--- src/hdl/srclex_pkg.sv ---
// ----------------------------------------------------------------------------
// srclex_pkg
// Token codes, lexer modes, request types and character helpers shared by the
// source lexer front end, back end and checker.
// ----------------------------------------------------------------------------
package srclex_pkg;

    localparam logic [5:0] K_END    = 6'd0;
    localparam logic [5:0] K_SEMI   = 6'd1;
    localparam logic [5:0] K_LBRACK = 6'd2;
    localparam logic [5:0] K_RBRACK = 6'd3;
    localparam logic [5:0] K_LBRACE = 6'd4;
    localparam logic [5:0] K_RBRACE = 6'd5;
    localparam logic [5:0] K_INT    = 6'd6;
    localparam logic [5:0] K_COMMA  = 6'd7;
    localparam logic [5:0] K_STR    = 6'd8;
    localparam logic [5:0] K_STRCH  = 6'd9;
    localparam logic [5:0] K_CHR    = 6'd10;
    localparam logic [5:0] K_IDCH   = 6'd11;
    localparam logic [5:0] K_IDENT  = 6'd12;
    localparam logic [5:0] K_OUT    = 6'd13;
    localparam logic [5:0] K_IN     = 6'd14;
    localparam logic [5:0] K_GETL   = 6'd15;
    localparam logic [5:0] K_DECL   = 6'd16;
    localparam logic [5:0] K_TINT   = 6'd17;
    localparam logic [5:0] K_TCHR   = 6'd18;
    localparam logic [5:0] K_TSTR   = 6'd19;
    localparam logic [5:0] K_TLIST  = 6'd20;
    localparam logic [5:0] K_TBOOL  = 6'd21;
    localparam logic [5:0] K_TFUNC  = 6'd22;
    localparam logic [5:0] K_IF     = 6'd23;
    localparam logic [5:0] K_ELSE   = 6'd24;
    localparam logic [5:0] K_FOR    = 6'd25;
    localparam logic [5:0] K_WHILE  = 6'd26;
    localparam logic [5:0] K_BOOLV  = 6'd27;
    localparam logic [5:0] K_RET    = 6'd28;
    localparam logic [5:0] K_MOD    = 6'd29;
    localparam logic [5:0] K_XOR    = 6'd30;
    localparam logic [5:0] K_LOR    = 6'd31;
    localparam logic [5:0] K_BOR    = 6'd32;
    localparam logic [5:0] K_LAND   = 6'd33;
    localparam logic [5:0] K_BAND   = 6'd34;
    localparam logic [5:0] K_GE     = 6'd35;
    localparam logic [5:0] K_SHR    = 6'd36;
    localparam logic [5:0] K_GT     = 6'd37;
    localparam logic [5:0] K_LE     = 6'd38;
    localparam logic [5:0] K_SHL    = 6'd39;
    localparam logic [5:0] K_LT     = 6'd40;
    localparam logic [5:0] K_EQ     = 6'd41;
    localparam logic [5:0] K_ASSIGN = 6'd42;
    localparam logic [5:0] K_NE     = 6'd43;
    localparam logic [5:0] K_LPAR   = 6'd44;
    localparam logic [5:0] K_RPAR   = 6'd45;
    localparam logic [5:0] K_ADD    = 6'd46;
    localparam logic [5:0] K_SUB    = 6'd47;
    localparam logic [5:0] K_MUL    = 6'd48;
    localparam logic [5:0] K_DIV    = 6'd49;
    localparam logic [5:0] K_FAULT  = 6'd50;

    localparam logic [2:0] E_NONE     = 3'd0;
    localparam logic [2:0] E_OPEN_STR = 3'd1;
    localparam logic [2:0] E_OPEN_CHR = 3'd2;
    localparam logic [2:0] E_LONG_CHR = 3'd3;
    localparam logic [2:0] E_BANG     = 3'd4;
    localparam logic [2:0] E_OVERFLOW = 3'd5;

    typedef enum logic [2:0] {
        M_IDLE,
        M_COMMENT,
        M_NUMBER,
        M_WORD,
        M_STRING,
        M_CHARLIT,
        M_PENDING,
        M_HALT
    } mode_t;

    typedef struct packed {
        logic [5:0]  kind;
        logic [30:0] value;
        logic [2:0]  err;
    } tok_t;

    typedef struct packed {
        logic [4:0]       nflush;
        logic [1:0]       ntok;
        tok_t [2:0]       tok;
    } job_t;

    typedef struct packed {
        mode_t      mode;
        logic       emit;
        logic [5:0] kind;
    } st_t;

    typedef struct packed {
        logic [5:0] kind;
        logic       consumed;
        logic       bang;
    } rp_t;

    typedef struct packed {
        logic       hit;
        logic       two;
        logic [5:0] k1;
        logic [5:0] k2;
        logic [3:0] val;
    } kw_t;

    function automatic logic is_digit(input logic [7:0] c);
        return c >= "0" && c <= "9";
    endfunction

    function automatic logic is_alpha(input logic [7:0] c);
        return (c >= "a" && c <= "z") || (c >= "A" && c <= "Z");
    endfunction

    function automatic logic is_space(input logic [7:0] c);
        return c == " " || (c >= 8'd9 && c <= 8'd13);
    endfunction

    function automatic logic is_word(input logic [7:0] c);
        return is_alpha(c) || is_digit(c) || c == "_";
    endfunction

    function automatic st_t start_class(input logic [7:0] c);
        st_t s;
        s.mode = M_IDLE;
        s.emit = 1'b0;
        s.kind = K_END;
        if (is_digit(c)) begin
            s.mode = M_NUMBER;
        end else if (is_alpha(c) || c == "_") begin
            s.mode = M_WORD;
        end else begin
            case (c)
                "#":  s.mode = M_COMMENT;
                "\"": s.mode = M_STRING;
                "'":  s.mode = M_CHARLIT;
                "|", "&", ">", "<", "=", "!": s.mode = M_PENDING;
                ";":  begin s.emit = 1'b1; s.kind = K_SEMI;   end
                "[":  begin s.emit = 1'b1; s.kind = K_LBRACK; end
                "]":  begin s.emit = 1'b1; s.kind = K_RBRACK; end
                "{":  begin s.emit = 1'b1; s.kind = K_LBRACE; end
                "}":  begin s.emit = 1'b1; s.kind = K_RBRACE; end
                ",":  begin s.emit = 1'b1; s.kind = K_COMMA;  end
                "%":  begin s.emit = 1'b1; s.kind = K_MOD;    end
                "^":  begin s.emit = 1'b1; s.kind = K_XOR;    end
                "(":  begin s.emit = 1'b1; s.kind = K_LPAR;   end
                ")":  begin s.emit = 1'b1; s.kind = K_RPAR;   end
                "+":  begin s.emit = 1'b1; s.kind = K_ADD;    end
                "-":  begin s.emit = 1'b1; s.kind = K_SUB;    end
                "*":  begin s.emit = 1'b1; s.kind = K_MUL;    end
                "/":  begin s.emit = 1'b1; s.kind = K_DIV;    end
                default: s.mode = M_IDLE;
            endcase
        end
        return s;
    endfunction

    function automatic rp_t resolve_op(input logic [7:0] p, input logic [7:0] c,
                                       input logic at_end);
        rp_t r;
        logic [7:0] cc;
        cc = at_end ? 8'd0 : c;
        r.consumed = 1'b0;
        r.bang = 1'b0;
        r.kind = K_END;
        case (p)
            "|": if (cc == "|") begin r.kind = K_LOR; r.consumed = 1'b1; end
                 else r.kind = K_BOR;
            "&": if (cc == "&") begin r.kind = K_LAND; r.consumed = 1'b1; end
                 else r.kind = K_BAND;
            ">": if (cc == "=") begin r.kind = K_GE; r.consumed = 1'b1; end
                 else if (cc == ">") begin r.kind = K_SHR; r.consumed = 1'b1; end
                 else r.kind = K_GT;
            "<": if (cc == "=") begin r.kind = K_LE; r.consumed = 1'b1; end
                 else if (cc == "<") begin r.kind = K_SHL; r.consumed = 1'b1; end
                 else r.kind = K_LT;
            "=": if (cc == "=") begin r.kind = K_EQ; r.consumed = 1'b1; end
                 else r.kind = K_ASSIGN;
            default: begin
                r.consumed = 1'b1;
                if (cc == "=") r.kind = K_NE;
                else r.bang = 1'b1;
            end
        endcase
        return r;
    endfunction

    // Text constants hold the first character in the lowest byte.
    function automatic logic kw_match(input logic [63:0] w, input logic [4:0] len,
                                      input logic [63:0] txt, input logic [4:0] tlen);
        logic ok;
        ok = (len == tlen);
        for (int i = 0; i < 8; i++) begin
            if (i < tlen && w[i*8 +: 8] != txt[i*8 +: 8]) ok = 1'b0;
        end
        return ok;
    endfunction

    function automatic kw_t kw_lookup(input logic [63:0] w, input logic [4:0] len);
        kw_t k;
        k = '0;
        k.hit = 1'b1;
        if      (kw_match(w, len, 64'("tuo"), 5'd3))      k.k1 = K_OUT;
        else if (kw_match(w, len, 64'("ni"), 5'd2))       k.k1 = K_IN;
        else if (kw_match(w, len, 64'("enilteg"), 5'd7))  k.k1 = K_GETL;
        else if (kw_match(w, len, 64'("eniltxen"), 5'd8))
            begin k.k1 = K_CHR; k.val = 4'd10; end
        else if (kw_match(w, len, 64'("tni"), 5'd3))
            begin k.k1 = K_DECL; k.two = 1'b1; k.k2 = K_TINT;  end
        else if (kw_match(w, len, 64'("rahc"), 5'd4))
            begin k.k1 = K_DECL; k.two = 1'b1; k.k2 = K_TCHR;  end
        else if (kw_match(w, len, 64'("gnirts"), 5'd6))
            begin k.k1 = K_DECL; k.two = 1'b1; k.k2 = K_TSTR;  end
        else if (kw_match(w, len, 64'("tsil"), 5'd4))
            begin k.k1 = K_DECL; k.two = 1'b1; k.k2 = K_TLIST; end
        else if (kw_match(w, len, 64'("loob"), 5'd4))
            begin k.k1 = K_DECL; k.two = 1'b1; k.k2 = K_TBOOL; end
        else if (kw_match(w, len, 64'("cnuf"), 5'd4))
            begin k.k1 = K_DECL; k.two = 1'b1; k.k2 = K_TFUNC; end
        else if (kw_match(w, len, 64'("fi"), 5'd2))       k.k1 = K_IF;
        else if (kw_match(w, len, 64'("esle"), 5'd4))     k.k1 = K_ELSE;
        else if (kw_match(w, len, 64'("rof"), 5'd3))      k.k1 = K_FOR;
        else if (kw_match(w, len, 64'("elihw"), 5'd5))    k.k1 = K_WHILE;
        else if (kw_match(w, len, 64'("eurt"), 5'd4))
            begin k.k1 = K_BOOLV; k.val = 4'd1; end
        else if (kw_match(w, len, 64'("eslaf"), 5'd5))    k.k1 = K_BOOLV;
        else if (kw_match(w, len, 64'("nruter"), 5'd6))   k.k1 = K_RET;
        else k.hit = 1'b0;
        return k;
    endfunction

    function automatic job_t add_tok(input job_t j, input logic [5:0] k,
                                     input logic [30:0] v, input logic [2:0] e);
        job_t r;
        r = j;
        r.tok[j.ntok] = '{kind: k, value: v, err: e};
        r.ntok = j.ntok + 2'd1;
        return r;
    endfunction

endpackage

--- src/hdl/srclex_front.sv ---
// ----------------------------------------------------------------------------
// srclex_front
// Accepts characters, tracks the lexer mode and turns each character into a
// request that lists the tokens it completes.
// ----------------------------------------------------------------------------
module srclex_front #(
    parameter int KC = 8,
    parameter int VB = 31
) (
    input  logic                    clk,
    input  logic                    rst_n,
    input  logic                    in_valid,
    output logic                    in_stall,
    input  logic                    cmd,
    input  logic [7:0]              ch,
    input  logic                    q_full,
    output logic                    push,
    output srclex_pkg::job_t        job,
    output logic [KC*8-1:0]         jbuf
);
    import srclex_pkg::*;

    localparam int LW = $clog2(KC + 1);
    localparam int IW = $clog2(KC);

    mode_t           mode_reg, mode_next;
    logic [2:0]      err_reg, err_next;
    logic [VB-1:0]   accum_reg, accum_next;
    logic [LW-1:0]   len_reg, len_next;
    logic            ovf_reg, ovf_next;
    logic [7:0]      pend_reg, pend_next;
    logic            lcnt_reg, lcnt_next;
    logic [7:0]      lch_reg, lch_next;
    logic [7:0]      buf_reg [KC];

    logic            accept;
    logic            wr_en;
    logic [IW-1:0]   wr_idx;
    logic [VB+3:0]   num_v;
    logic            num_ovf;
    logic [63:0]     w8;
    kw_t             kw;
    st_t             sc;
    rp_t             rp;
    job_t            fin;

    assign in_stall = q_full;
    assign accept   = in_valid && !q_full;

    assign num_v   = ({4'b0, accum_reg} << 3) + ({4'b0, accum_reg} << 1)
                   + (VB+4)'(ch[3:0]);
    assign num_ovf = |num_v[VB+3:VB];
    assign sc      = start_class(ch);
    assign rp      = resolve_op(pend_reg, ch, cmd);

    always_comb
    begin
        for (int i = 0; i < 8; i++) w8[i*8 +: 8] = buf_reg[i];
        for (int i = 0; i < KC; i++) jbuf[i*8 +: 8] = buf_reg[i];
    end

    assign kw = kw_lookup(w8, 5'(len_reg));

    always_comb
    begin
        fin = '0;
        if (ovf_reg) begin
            fin = add_tok(fin, K_IDENT, '0, E_NONE);
        end else if (kw.hit) begin
            fin = add_tok(fin, kw.k1, 31'(kw.val), E_NONE);
            if (kw.two) fin = add_tok(fin, kw.k2, '0, E_NONE);
        end else begin
            fin.nflush = 5'(len_reg);
            fin = add_tok(fin, K_IDENT, '0, E_NONE);
        end
    end

    // Next state.
    always_comb
    begin
        logic do_start;
        do_start   = 1'b0;
        mode_next  = mode_reg;
        err_next   = err_reg;
        accum_next = accum_reg;
        len_next   = len_reg;
        ovf_next   = ovf_reg;
        pend_next  = pend_reg;
        lcnt_next  = lcnt_reg;
        lch_next   = lch_reg;
        wr_en      = 1'b0;
        wr_idx     = len_reg[IW-1:0];
        if (accept && mode_reg != M_HALT) begin
            if (cmd) begin
                mode_next  = M_IDLE;
                accum_next = '0;
                len_next   = '0;
                ovf_next   = 1'b0;
                pend_next  = '0;
                lcnt_next  = 1'b0;
                lch_next   = '0;
                case (mode_reg)
                    M_STRING:  begin mode_next = M_HALT; err_next = E_OPEN_STR; end
                    M_CHARLIT: begin mode_next = M_HALT; err_next = E_OPEN_CHR; end
                    M_PENDING:
                        if (rp.bang) begin mode_next = M_HALT; err_next = E_BANG; end
                    default: mode_next = M_IDLE;
                endcase
            end else begin
                case (mode_reg)
                    M_COMMENT: mode_next = M_COMMENT;
                    M_NUMBER:
                        if (is_digit(ch)) begin
                            if (num_ovf) begin
                                mode_next = M_HALT;
                                err_next  = E_OVERFLOW;
                            end else begin
                                accum_next = num_v[VB-1:0];
                            end
                        end else begin
                            do_start = 1'b1;
                        end
                    M_WORD:
                        if (is_word(ch)) begin
                            if (!ovf_reg) begin
                                if (len_reg < LW'(KC)) begin
                                    wr_en    = 1'b1;
                                    len_next = len_reg + 1'b1;
                                end else begin
                                    ovf_next = 1'b1;
                                end
                            end
                        end else begin
                            do_start = 1'b1;
                        end
                    M_STRING:
                        if (ch == "\"") mode_next = M_IDLE;
                    M_CHARLIT:
                        if (ch == "'") begin
                            mode_next = M_IDLE;
                        end else if (!lcnt_reg) begin
                            lch_next  = ch;
                            lcnt_next = 1'b1;
                        end else begin
                            mode_next = M_HALT;
                            err_next  = E_LONG_CHR;
                        end
                    M_PENDING:
                    begin
                        pend_next = '0;
                        mode_next = M_IDLE;
                        if (rp.bang) begin
                            mode_next = M_HALT;
                            err_next  = E_BANG;
                        end else if (!rp.consumed) begin
                            do_start = 1'b1;
                        end
                    end
                    default: do_start = 1'b1;
                endcase
                if (do_start) begin
                    mode_next = sc.mode;
                    case (sc.mode)
                        M_NUMBER:  accum_next = VB'(ch[3:0]);
                        M_WORD:
                        begin
                            len_next = LW'(1);
                            ovf_next = 1'b0;
                            wr_en    = 1'b1;
                            wr_idx   = '0;
                        end
                        M_CHARLIT: begin lcnt_next = 1'b0; lch_next = '0; end
                        M_PENDING: pend_next = ch;
                        default: mode_next = sc.mode;
                    endcase
                end
            end
        end
    end

    // Request contents.
    always_comb
    begin
        logic emit_start;
        emit_start = 1'b0;
        job = '0;
        if (mode_reg == M_HALT) begin
            job = add_tok(job, K_FAULT, '0, err_reg);
        end else if (cmd) begin
            case (mode_reg)
                M_NUMBER:  job = add_tok(job, K_INT, 31'(accum_reg), E_NONE);
                M_WORD:    job = fin;
                M_STRING:  job = add_tok(job, K_FAULT, '0, E_OPEN_STR);
                M_CHARLIT: job = add_tok(job, K_FAULT, '0, E_OPEN_CHR);
                M_PENDING:
                    if (rp.bang) job = add_tok(job, K_FAULT, '0, E_BANG);
                    else job = add_tok(job, rp.kind, '0, E_NONE);
                default: job = '0;
            endcase
            if (mode_reg != M_STRING && mode_reg != M_CHARLIT
                    && !(mode_reg == M_PENDING && rp.bang))
                job = add_tok(job, K_END, '0, E_NONE);
        end else begin
            case (mode_reg)
                M_NUMBER:
                    if (is_digit(ch)) begin
                        if (num_ovf) job = add_tok(job, K_FAULT, '0, E_OVERFLOW);
                    end else begin
                        job = add_tok(job, K_INT, 31'(accum_reg), E_NONE);
                        emit_start = 1'b1;
                    end
                M_WORD:
                    if (is_word(ch)) begin
                        if (ovf_reg) begin
                            job = add_tok(job, K_IDCH, 31'(ch), E_NONE);
                        end else if (len_reg >= LW'(KC)) begin
                            job.nflush = 5'(KC);
                            job = add_tok(job, K_IDCH, 31'(ch), E_NONE);
                        end
                    end else begin
                        job = fin;
                        emit_start = 1'b1;
                    end
                M_STRING:
                    if (ch == "\"") job = add_tok(job, K_STR, '0, E_NONE);
                    else job = add_tok(job, K_STRCH, 31'(ch), E_NONE);
                M_CHARLIT:
                    if (ch == "'") job = add_tok(job, K_CHR, 31'(lch_reg), E_NONE);
                    else if (lcnt_reg) job = add_tok(job, K_FAULT, '0, E_LONG_CHR);
                M_PENDING:
                    if (rp.bang) begin
                        job = add_tok(job, K_FAULT, '0, E_BANG);
                    end else begin
                        job = add_tok(job, rp.kind, '0, E_NONE);
                        emit_start = !rp.consumed;
                    end
                M_COMMENT: job = '0;
                default: emit_start = 1'b1;
            endcase
            if (emit_start && sc.emit) job = add_tok(job, sc.kind, '0, E_NONE);
        end
        push = accept && (job.ntok != 2'd0 || job.nflush != 5'd0);
    end

    always_ff @(posedge clk or negedge rst_n)
    begin
        if (!rst_n) begin
            mode_reg  <= M_IDLE;
            err_reg   <= E_NONE;
            accum_reg <= '0;
            len_reg   <= '0;
            ovf_reg   <= 1'b0;
            pend_reg  <= '0;
            lcnt_reg  <= 1'b0;
            lch_reg   <= '0;
        end else begin
            mode_reg  <= mode_next;
            err_reg   <= err_next;
            accum_reg <= accum_next;
            len_reg   <= len_next;
            ovf_reg   <= ovf_next;
            pend_reg  <= pend_next;
            lcnt_reg  <= lcnt_next;
            lch_reg   <= lch_next;
        end
    end

    always_ff @(posedge clk)
    begin
        if (wr_en) buf_reg[wr_idx] <= ch;
    end

endmodule

--- src/hdl/srclex_queue.sv ---
// ----------------------------------------------------------------------------
// srclex_queue
// Two-entry request queue between the front end and the back end.
// ----------------------------------------------------------------------------
module srclex_queue #(
    parameter int W = 8
) (
    input  logic         clk,
    input  logic         rst_n,
    input  logic         push,
    input  logic [W-1:0] wdata,
    input  logic         pop,
    output logic [W-1:0] rdata,
    output logic         q_valid,
    output logic         q_full
);
    logic [W-1:0] mem_reg [2];
    logic         wr_ptr_reg, wr_ptr_next;
    logic         rd_ptr_reg, rd_ptr_next;
    logic [1:0]   cnt_reg, cnt_next;

    assign q_valid = cnt_reg != 2'd0;
    assign q_full  = cnt_reg == 2'd2;
    assign rdata   = mem_reg[rd_ptr_reg];

    always_comb
    begin
        wr_ptr_next = wr_ptr_reg ^ push;
        rd_ptr_next = rd_ptr_reg ^ pop;
        cnt_next    = cnt_reg + {1'b0, push} - {1'b0, pop};
    end

    always_ff @(posedge clk or negedge rst_n)
    begin
        if (!rst_n) begin
            wr_ptr_reg <= 1'b0;
            rd_ptr_reg <= 1'b0;
            cnt_reg    <= 2'd0;
        end else begin
            wr_ptr_reg <= wr_ptr_next;
            rd_ptr_reg <= rd_ptr_next;
            cnt_reg    <= cnt_next;
        end
    end

    always_ff @(posedge clk)
    begin
        if (push) mem_reg[wr_ptr_reg] <= wdata;
    end

endmodule

--- src/hdl/srclex_back.sv ---
// ----------------------------------------------------------------------------
// srclex_back
// Expands each request into result items, buffered identifier characters
// first and then the listed tokens, through an output register.
// ----------------------------------------------------------------------------
module srclex_back #(
    parameter int KC = 8
) (
    input  logic                        clk,
    input  logic                        rst_n,
    input  logic                        q_valid,
    input  logic [KC*8+$bits(srclex_pkg::job_t)-1:0] q_data,
    output logic                        pop,
    output logic                        out_valid,
    input  logic                        out_stall,
    output logic [5:0]                  kind,
    output logic [30:0]                 value,
    output logic [2:0]                  err,
    output logic                        last
);
    import srclex_pkg::*;

    localparam int JW  = $bits(job_t);
    localparam int PW  = $clog2(KC + 4);
    localparam int BIW = $clog2(KC);

    logic [KC*8+JW-1:0] cur_reg, cur_next;
    logic               cur_valid_reg, cur_valid_next;
    logic [PW-1:0]      pos_reg, pos_next;
    logic               ov_reg, ov_next;
    tok_t               ot_reg, ot_next;
    logic               ol_reg, ol_next;

    job_t               cj;
    logic [PW-1:0]      nf;
    logic [PW-1:0]      total;
    logic [1:0]         tix;
    logic [7:0]         cbyte;
    tok_t               sel;
    logic               sel_last;
    logic               can_load;
    logic               issue;

    assign cj       = cur_reg[JW-1:0];
    assign nf       = PW'(cj.nflush);
    assign total    = nf + PW'(cj.ntok);
    assign tix      = 2'(pos_reg - nf);
    assign cbyte    = cur_reg[JW + 8*pos_reg[BIW-1:0] +: 8];
    assign sel_last = pos_reg == total - 1'b1;
    assign can_load = !ov_reg || !out_stall;
    assign issue    = cur_valid_reg && can_load;
    assign pop      = q_valid && (!cur_valid_reg || (issue && sel_last));

    always_comb
    begin
        if (pos_reg < nf) sel = '{kind: K_IDCH, value: 31'(cbyte), err: E_NONE};
        else sel = cj.tok[tix];
    end

    always_comb
    begin
        cur_next       = cur_reg;
        cur_valid_next = cur_valid_reg;
        pos_next       = pos_reg;
        if (pop) begin
            cur_next       = q_data;
            cur_valid_next = 1'b1;
            pos_next       = '0;
        end else if (issue && sel_last) begin
            cur_valid_next = 1'b0;
        end else if (issue) begin
            pos_next = pos_reg + 1'b1;
        end
        ov_next = ov_reg;
        ot_next = ot_reg;
        ol_next = ol_reg;
        if (issue) begin
            ov_next = 1'b1;
            ot_next = sel;
            ol_next = sel_last;
        end else if (can_load) begin
            ov_next = 1'b0;
        end
    end

    assign out_valid = ov_reg;
    assign kind      = ot_reg.kind;
    assign value     = ot_reg.value;
    assign err       = ot_reg.err;
    assign last      = ol_reg;

    always_ff @(posedge clk or negedge rst_n)
    begin
        if (!rst_n) begin
            cur_valid_reg <= 1'b0;
            pos_reg       <= '0;
            ov_reg        <= 1'b0;
        end else begin
            cur_valid_reg <= cur_valid_next;
            pos_reg       <= pos_next;
            ov_reg        <= ov_next;
        end
    end

    always_ff @(posedge clk)
    begin
        cur_reg <= cur_next;
        ot_reg  <= ot_next;
        ol_reg  <= ol_next;
    end

endmodule

--- src/hdl/source_language_lexer_core.sv ---
// ----------------------------------------------------------------------------
// source_language_lexer_core
// Streaming lexer: characters in, tokens out, with a front end, a two-entry
// request queue and a token expansion back end.
// ----------------------------------------------------------------------------
// Requests pass the queue and the back end's request and output registers.
// Throughput: one character per cycle while the queue has room; the back end
// sends one result per cycle while the output is not stalled, so a character
// that gives several results can hold the front end once the queue fills.
// Reset clears all modes and queues at once; no clearing pass is needed.
module source_language_lexer_core #(
    parameter int KEYWORD_CHARS = 8,
    parameter int VALUE_BITS    = 31
) (
    input  logic        clk,
    input  logic        rst_n,
    input  logic        in_valid,
    output logic        in_stall,
    input  logic        cmd,
    input  logic [7:0]  ch,
    output logic        out_valid,
    input  logic        out_stall,
    output logic [5:0]  kind,
    output logic [30:0] value,
    output logic [2:0]  err,
    output logic        last
);
    import srclex_pkg::*;

    localparam int QW = KEYWORD_CHARS * 8 + $bits(job_t);

    logic                     push;
    job_t                     job;
    logic [KEYWORD_CHARS*8-1:0] jbuf;
    logic                     pop;
    logic [QW-1:0]            q_data;
    logic                     q_valid;
    logic                     q_full;

    srclex_front #(.KC(KEYWORD_CHARS), .VB(VALUE_BITS)) u_front (
        .clk(clk), .rst_n(rst_n), .in_valid(in_valid), .in_stall(in_stall),
        .cmd(cmd), .ch(ch), .q_full(q_full), .push(push), .job(job), .jbuf(jbuf)
    );

    srclex_queue #(.W(QW)) u_queue (
        .clk(clk), .rst_n(rst_n), .push(push), .wdata({jbuf, job}), .pop(pop),
        .rdata(q_data), .q_valid(q_valid), .q_full(q_full)
    );

    srclex_back #(.KC(KEYWORD_CHARS)) u_back (
        .clk(clk), .rst_n(rst_n), .q_valid(q_valid), .q_data(q_data), .pop(pop),
        .out_valid(out_valid), .out_stall(out_stall), .kind(kind), .value(value),
        .err(err), .last(last)
    );

endmodule

--- config.mk ---
export PLATFORM = sky130hd
export DESIGN_NAME = source_language_lexer_core
export DESIGN_NICKNAME = d
export VERILOG_FILES = /design/src/hdl/srclex_pkg.sv /design/src/hdl/srclex_front.sv /design/src/hdl/srclex_queue.sv /design/src/hdl/srclex_back.sv /design/src/hdl/source_language_lexer_core.sv
export SDC_FILE = /design/constraint.sdc
export NUM_CORES = 1
export LEC_CHECK = 0
export ABC_AREA = 1
export BUFFER_PORTS_ARGS = -buffer_cell sky130_fd_sc_hd__buf_2
export CORE_UTILIZATION = 40
export CTS_BUF_LIST = sky130_fd_sc_hd__clkbuf_8 sky130_fd_sc_hd__clkbuf_16
export CTS_CLUSTER_DIAMETER = 80
export DETAILED_ROUTE_END_ITERATION = 10
export PLACE_DENSITY_LB_ADDON = 0.15
export REMOVE_ABC_BUFFERS = 1
export SKIP_CTS_REPAIR_TIMING = 1
export SYNTH_ARGS = -nofsm -noshare
export SYNTH_HDL_FRONTEND = slang
export SYNTH_SLANG_ARGS = --single-unit
--- constraint.sdc ---
create_clock -name clk -period 13.7 [get_ports clk]
set_input_delay 1.37 -clock clk [delete_from_list [all_inputs] [get_ports clk]]
set_output_delay 1.37 -clock clk [all_outputs]
set_load 0.01 [all_outputs]
==> flow_summary.yaml <==
layout:
  syn_to_final_growth_pct: 11.3
  largest_reg_flops: 244
  nets: 3010
  drive_gt1_share_pct: 7.78
floorplanning:
  fp.dieW_um: 262
  die-area_um2: 68700
  fp.dieH_um: 262
  rows: 94
  coreArea_um2: 66300
  start_util_pct: 40.8
  ios: 56
route:
  met3_length_um: 3150
  drc_errors: 0
  initialDrtViolationCount: 1569
  dr.pass1.iters: 8
  vias: 20100
  vias_per_cell: 5.27
  drt-total-wl_um: 80200
  wl_met1_um: 35900
  wl_per_cell_um: 21.0
  met2_length_um: 39000
  routed.top_layer: "met5"
  drtAntennaViolNets: 0
power:
  switchingPower_mw: 2.00
  p_int_mw: 3.71
  vdd_drop_max_uv: 112
  power_frac_seq_pct: 45.0
  cellLeakagePower_nw: 12.7
  switching_share_pct: 35.1
  combPwrFrac_pct: 28.4
  powerDensity_nw_per_um2: 190
  clockPowerShare_pct: 26.7
clock_network:
  cts_root_buffer: "clkbuf_16"
  cts_tree: "yes"
  clk_latency_ps: 620
  cts.sinks: 540
  clk_path_buf_depth: 3
  clk_pin_slew_ps: 60
  htree_levels: 2
  numCtsBuffers: 57
global_routing:
  grt_overflow: 0
  grt_max_degree: 83
  antenna_found_initial: 4
  grt_usage_pct: 23.6
  grt_pass1_vias: 19900
  grt_first_pass_wirelength_um: 122000
setup_path:
  reg2reg_depth: 28
  slowest_delay_ps: 780
  crit_fanout: 63
  setup.worst_path.class: "primary input to flop"
  cp.arrival_ps: 6930
  crit_slowest_cell: "ha_4"
  crit_path_frequent_cell: "nand2_1"
  start_kind: "primary input"
  end_kind: "flop"
  cp.required_ps: 13940
sta:
  skew_ps: 18.2
  fmax_mhz: 149
  maxSlewViolCount: 0
  finalCriticalPeriod_ps: 6700
  relSlewSlack_pct: 21.8
  setup_violations: 0
  hold_violations: 0
  post-route-period-util_pct: 48.9
  rsz0062_at_grt: "no"
  worst_pin_slew_ps: 1160
  setup_slack_ps: 7000
  finalSetupTns_ps: 0
logic_synthesis:
  postSynthCellCount: 2865
  synth_seq_cells: 540
  async_flop_share_pct: 12.8
  ys_types: 60
  synth_ff_type: "edfxtp_1"
  ys_warn_count: 0
  synth_seq_area_share_pct: 58.7
  synth-edff-count: 471
  syn_area_um2: 27000
  syn_area_per_cell_um2: 9.44
job:
  drv_cap: 0
placement:
  hpwl_um: 58600
  io_buffers: 55
  gp_congestion: 0.949
  dp_worst_setup_slack_ps: 6310
outcome:
  status: "finished clean"
hold_path:
  hold_path.class: "flop to flop"
  hold_depth: 0
## per-layer routing
metal	GRT usage, %	vias to the layer above
met5	0	-
met4	6.95	2
met3	2.53	122
met2	40.3	482
met1	31.7	9763
li1	-	9773
## power by group through the flow
| stage | clock network, mW | logic [mW] | registers, mW |
|---|---|---|---|
| final | 1.52 | 1.62 | 2.57 |
| after global routing | 1.61 | 1.83 | 2.61 |
| after global placement | 0 | 1.63 | 2.59 |
| after detailed placement | 0 | 1.65 | 2.60 |
| after floorplan | 0 | 0.982 | 2.65 |
| after CTS | 1.56 | 1.66 | 2.57 |
## cells by family (layout without fill, tap and decap cells)
group           count (synthesis)  in the layout  synth area share [%]
fa+ha+maj                      85             85                  4.04
other cells                     0              1                     0
simple gates                 1381           1381                  21.4
compound gates                401            401                  8.48
xor+xnor                       36             36                  1.17
mux                             9              9                 0.333
buf+inv                       413            504                  5.90
flops                         540            540                  58.7
## final cells by class
type                            instances  area (um^2)
Antenna cell                            1         2.50
Clock buffer                           58         1450
Clock inverter                         45          405
Fill cell                            6431        36200
Inverter                              325         1230
Multi-Input combinational cell       1912         9600
Sequential cell                       540        15900
Tap cell                              864         1080
Timing Repair Buffer                   76          435
## path summary, 6_finish.rpt
check	to	slack, ps	startpoint
max	u_queue.mem_reg[1][166]$_DFFE_PP_	7000	ch[3]
min	u_queue.mem_reg[0][172]$_DFFE_PP_	490	u_front.buf_reg[5][5]$_DFFE_PP_
max reg2reg	u_queue.mem_reg[1][166]$_DFFE_PP_	7670	u_front.accum_reg[0]$_DFFE_PN0P_
min reg2reg	u_queue.mem_reg[0][172]$_DFFE_PP_	490	u_front.buf_reg[5][5]$_DFFE_PP_
max in group asynchronous	u_front.lch_reg[3]$_DFFE_PN0P_	11960	rst_n
min in group asynchronous	u_back.pos_reg[3]$_DFFE_PN0P_	570	rst_n
## critical path, delay by kind of cell
kind | cells | cell delay [ps]
AO/OA/AOI/OAI | 1 | 300
adder cells (fa/ha/maj) | 4 | 2160
AND/OR/NAND/NOR | 18 | 1570
buffers and inverters | 6 | 1430
## synthesized netlist by cell type, types with 13 or more instances
library cell,number,area (um^2)
nand2_1,784,2940
edfxtp_1,471,14100
nor2_1,306,1150
inv_1,301,1130
nand3_1,139,696
o21ai_0,134,671
a21oi_1,127,636
ha_1,81,1010
clkbuf_1,72,270
dfrtp_1,69,1730
nor3_1,57,285
a31oi_1,31,194
nand4_1,30,188
o21ai_1,25,125
xor2_1,25,219
o22ai_1,21,131
inv_2,15,56.3
o211ai_1,13,97.6
## stage by stage
| step | instances | power (mW) | instance area (um^2) | util, % | hold slack, ps |
|---|---|---|---|---|---|
| global placement | 3717 | 4.23 | 28200 | 42.6 | 468 |
| floorplan | 2777 | 3.63 | 26700 | - | 445 |
| detailed placement | 3717 | 4.26 | 28200 | 42.6 | 480 |
| CTS | 3820 | 5.79 | 30100 | 45.4 | 493 |
| global route | 3820 | 6.05 | 30100 | 45.4 | 499 |
| finish | 3821 | 5.71 | 30100 | 45.4 | 491 |
## layout by cell type, fill, tap and decap left out, types with 12 or more instances in the layout
cell and instances:
o211ai_1 13, buf_2 54, a31oi_1 31, ha_1 79, nor2_1 306, o22ai_1 21, xor2_1 25, edfxtp_1 471
inv_2 15, inv_1 313, nand4_1 30, a21oi_1 127, dfrtp_1 68, nor3_1 57, clkinv_1 12, o21ai_1 25
nand3_1 139, buf_4 22, o21ai_0 134, nand2_1 784, clkbuf_16 58
No activity file was read; power rests on OpenSTA's default activity.
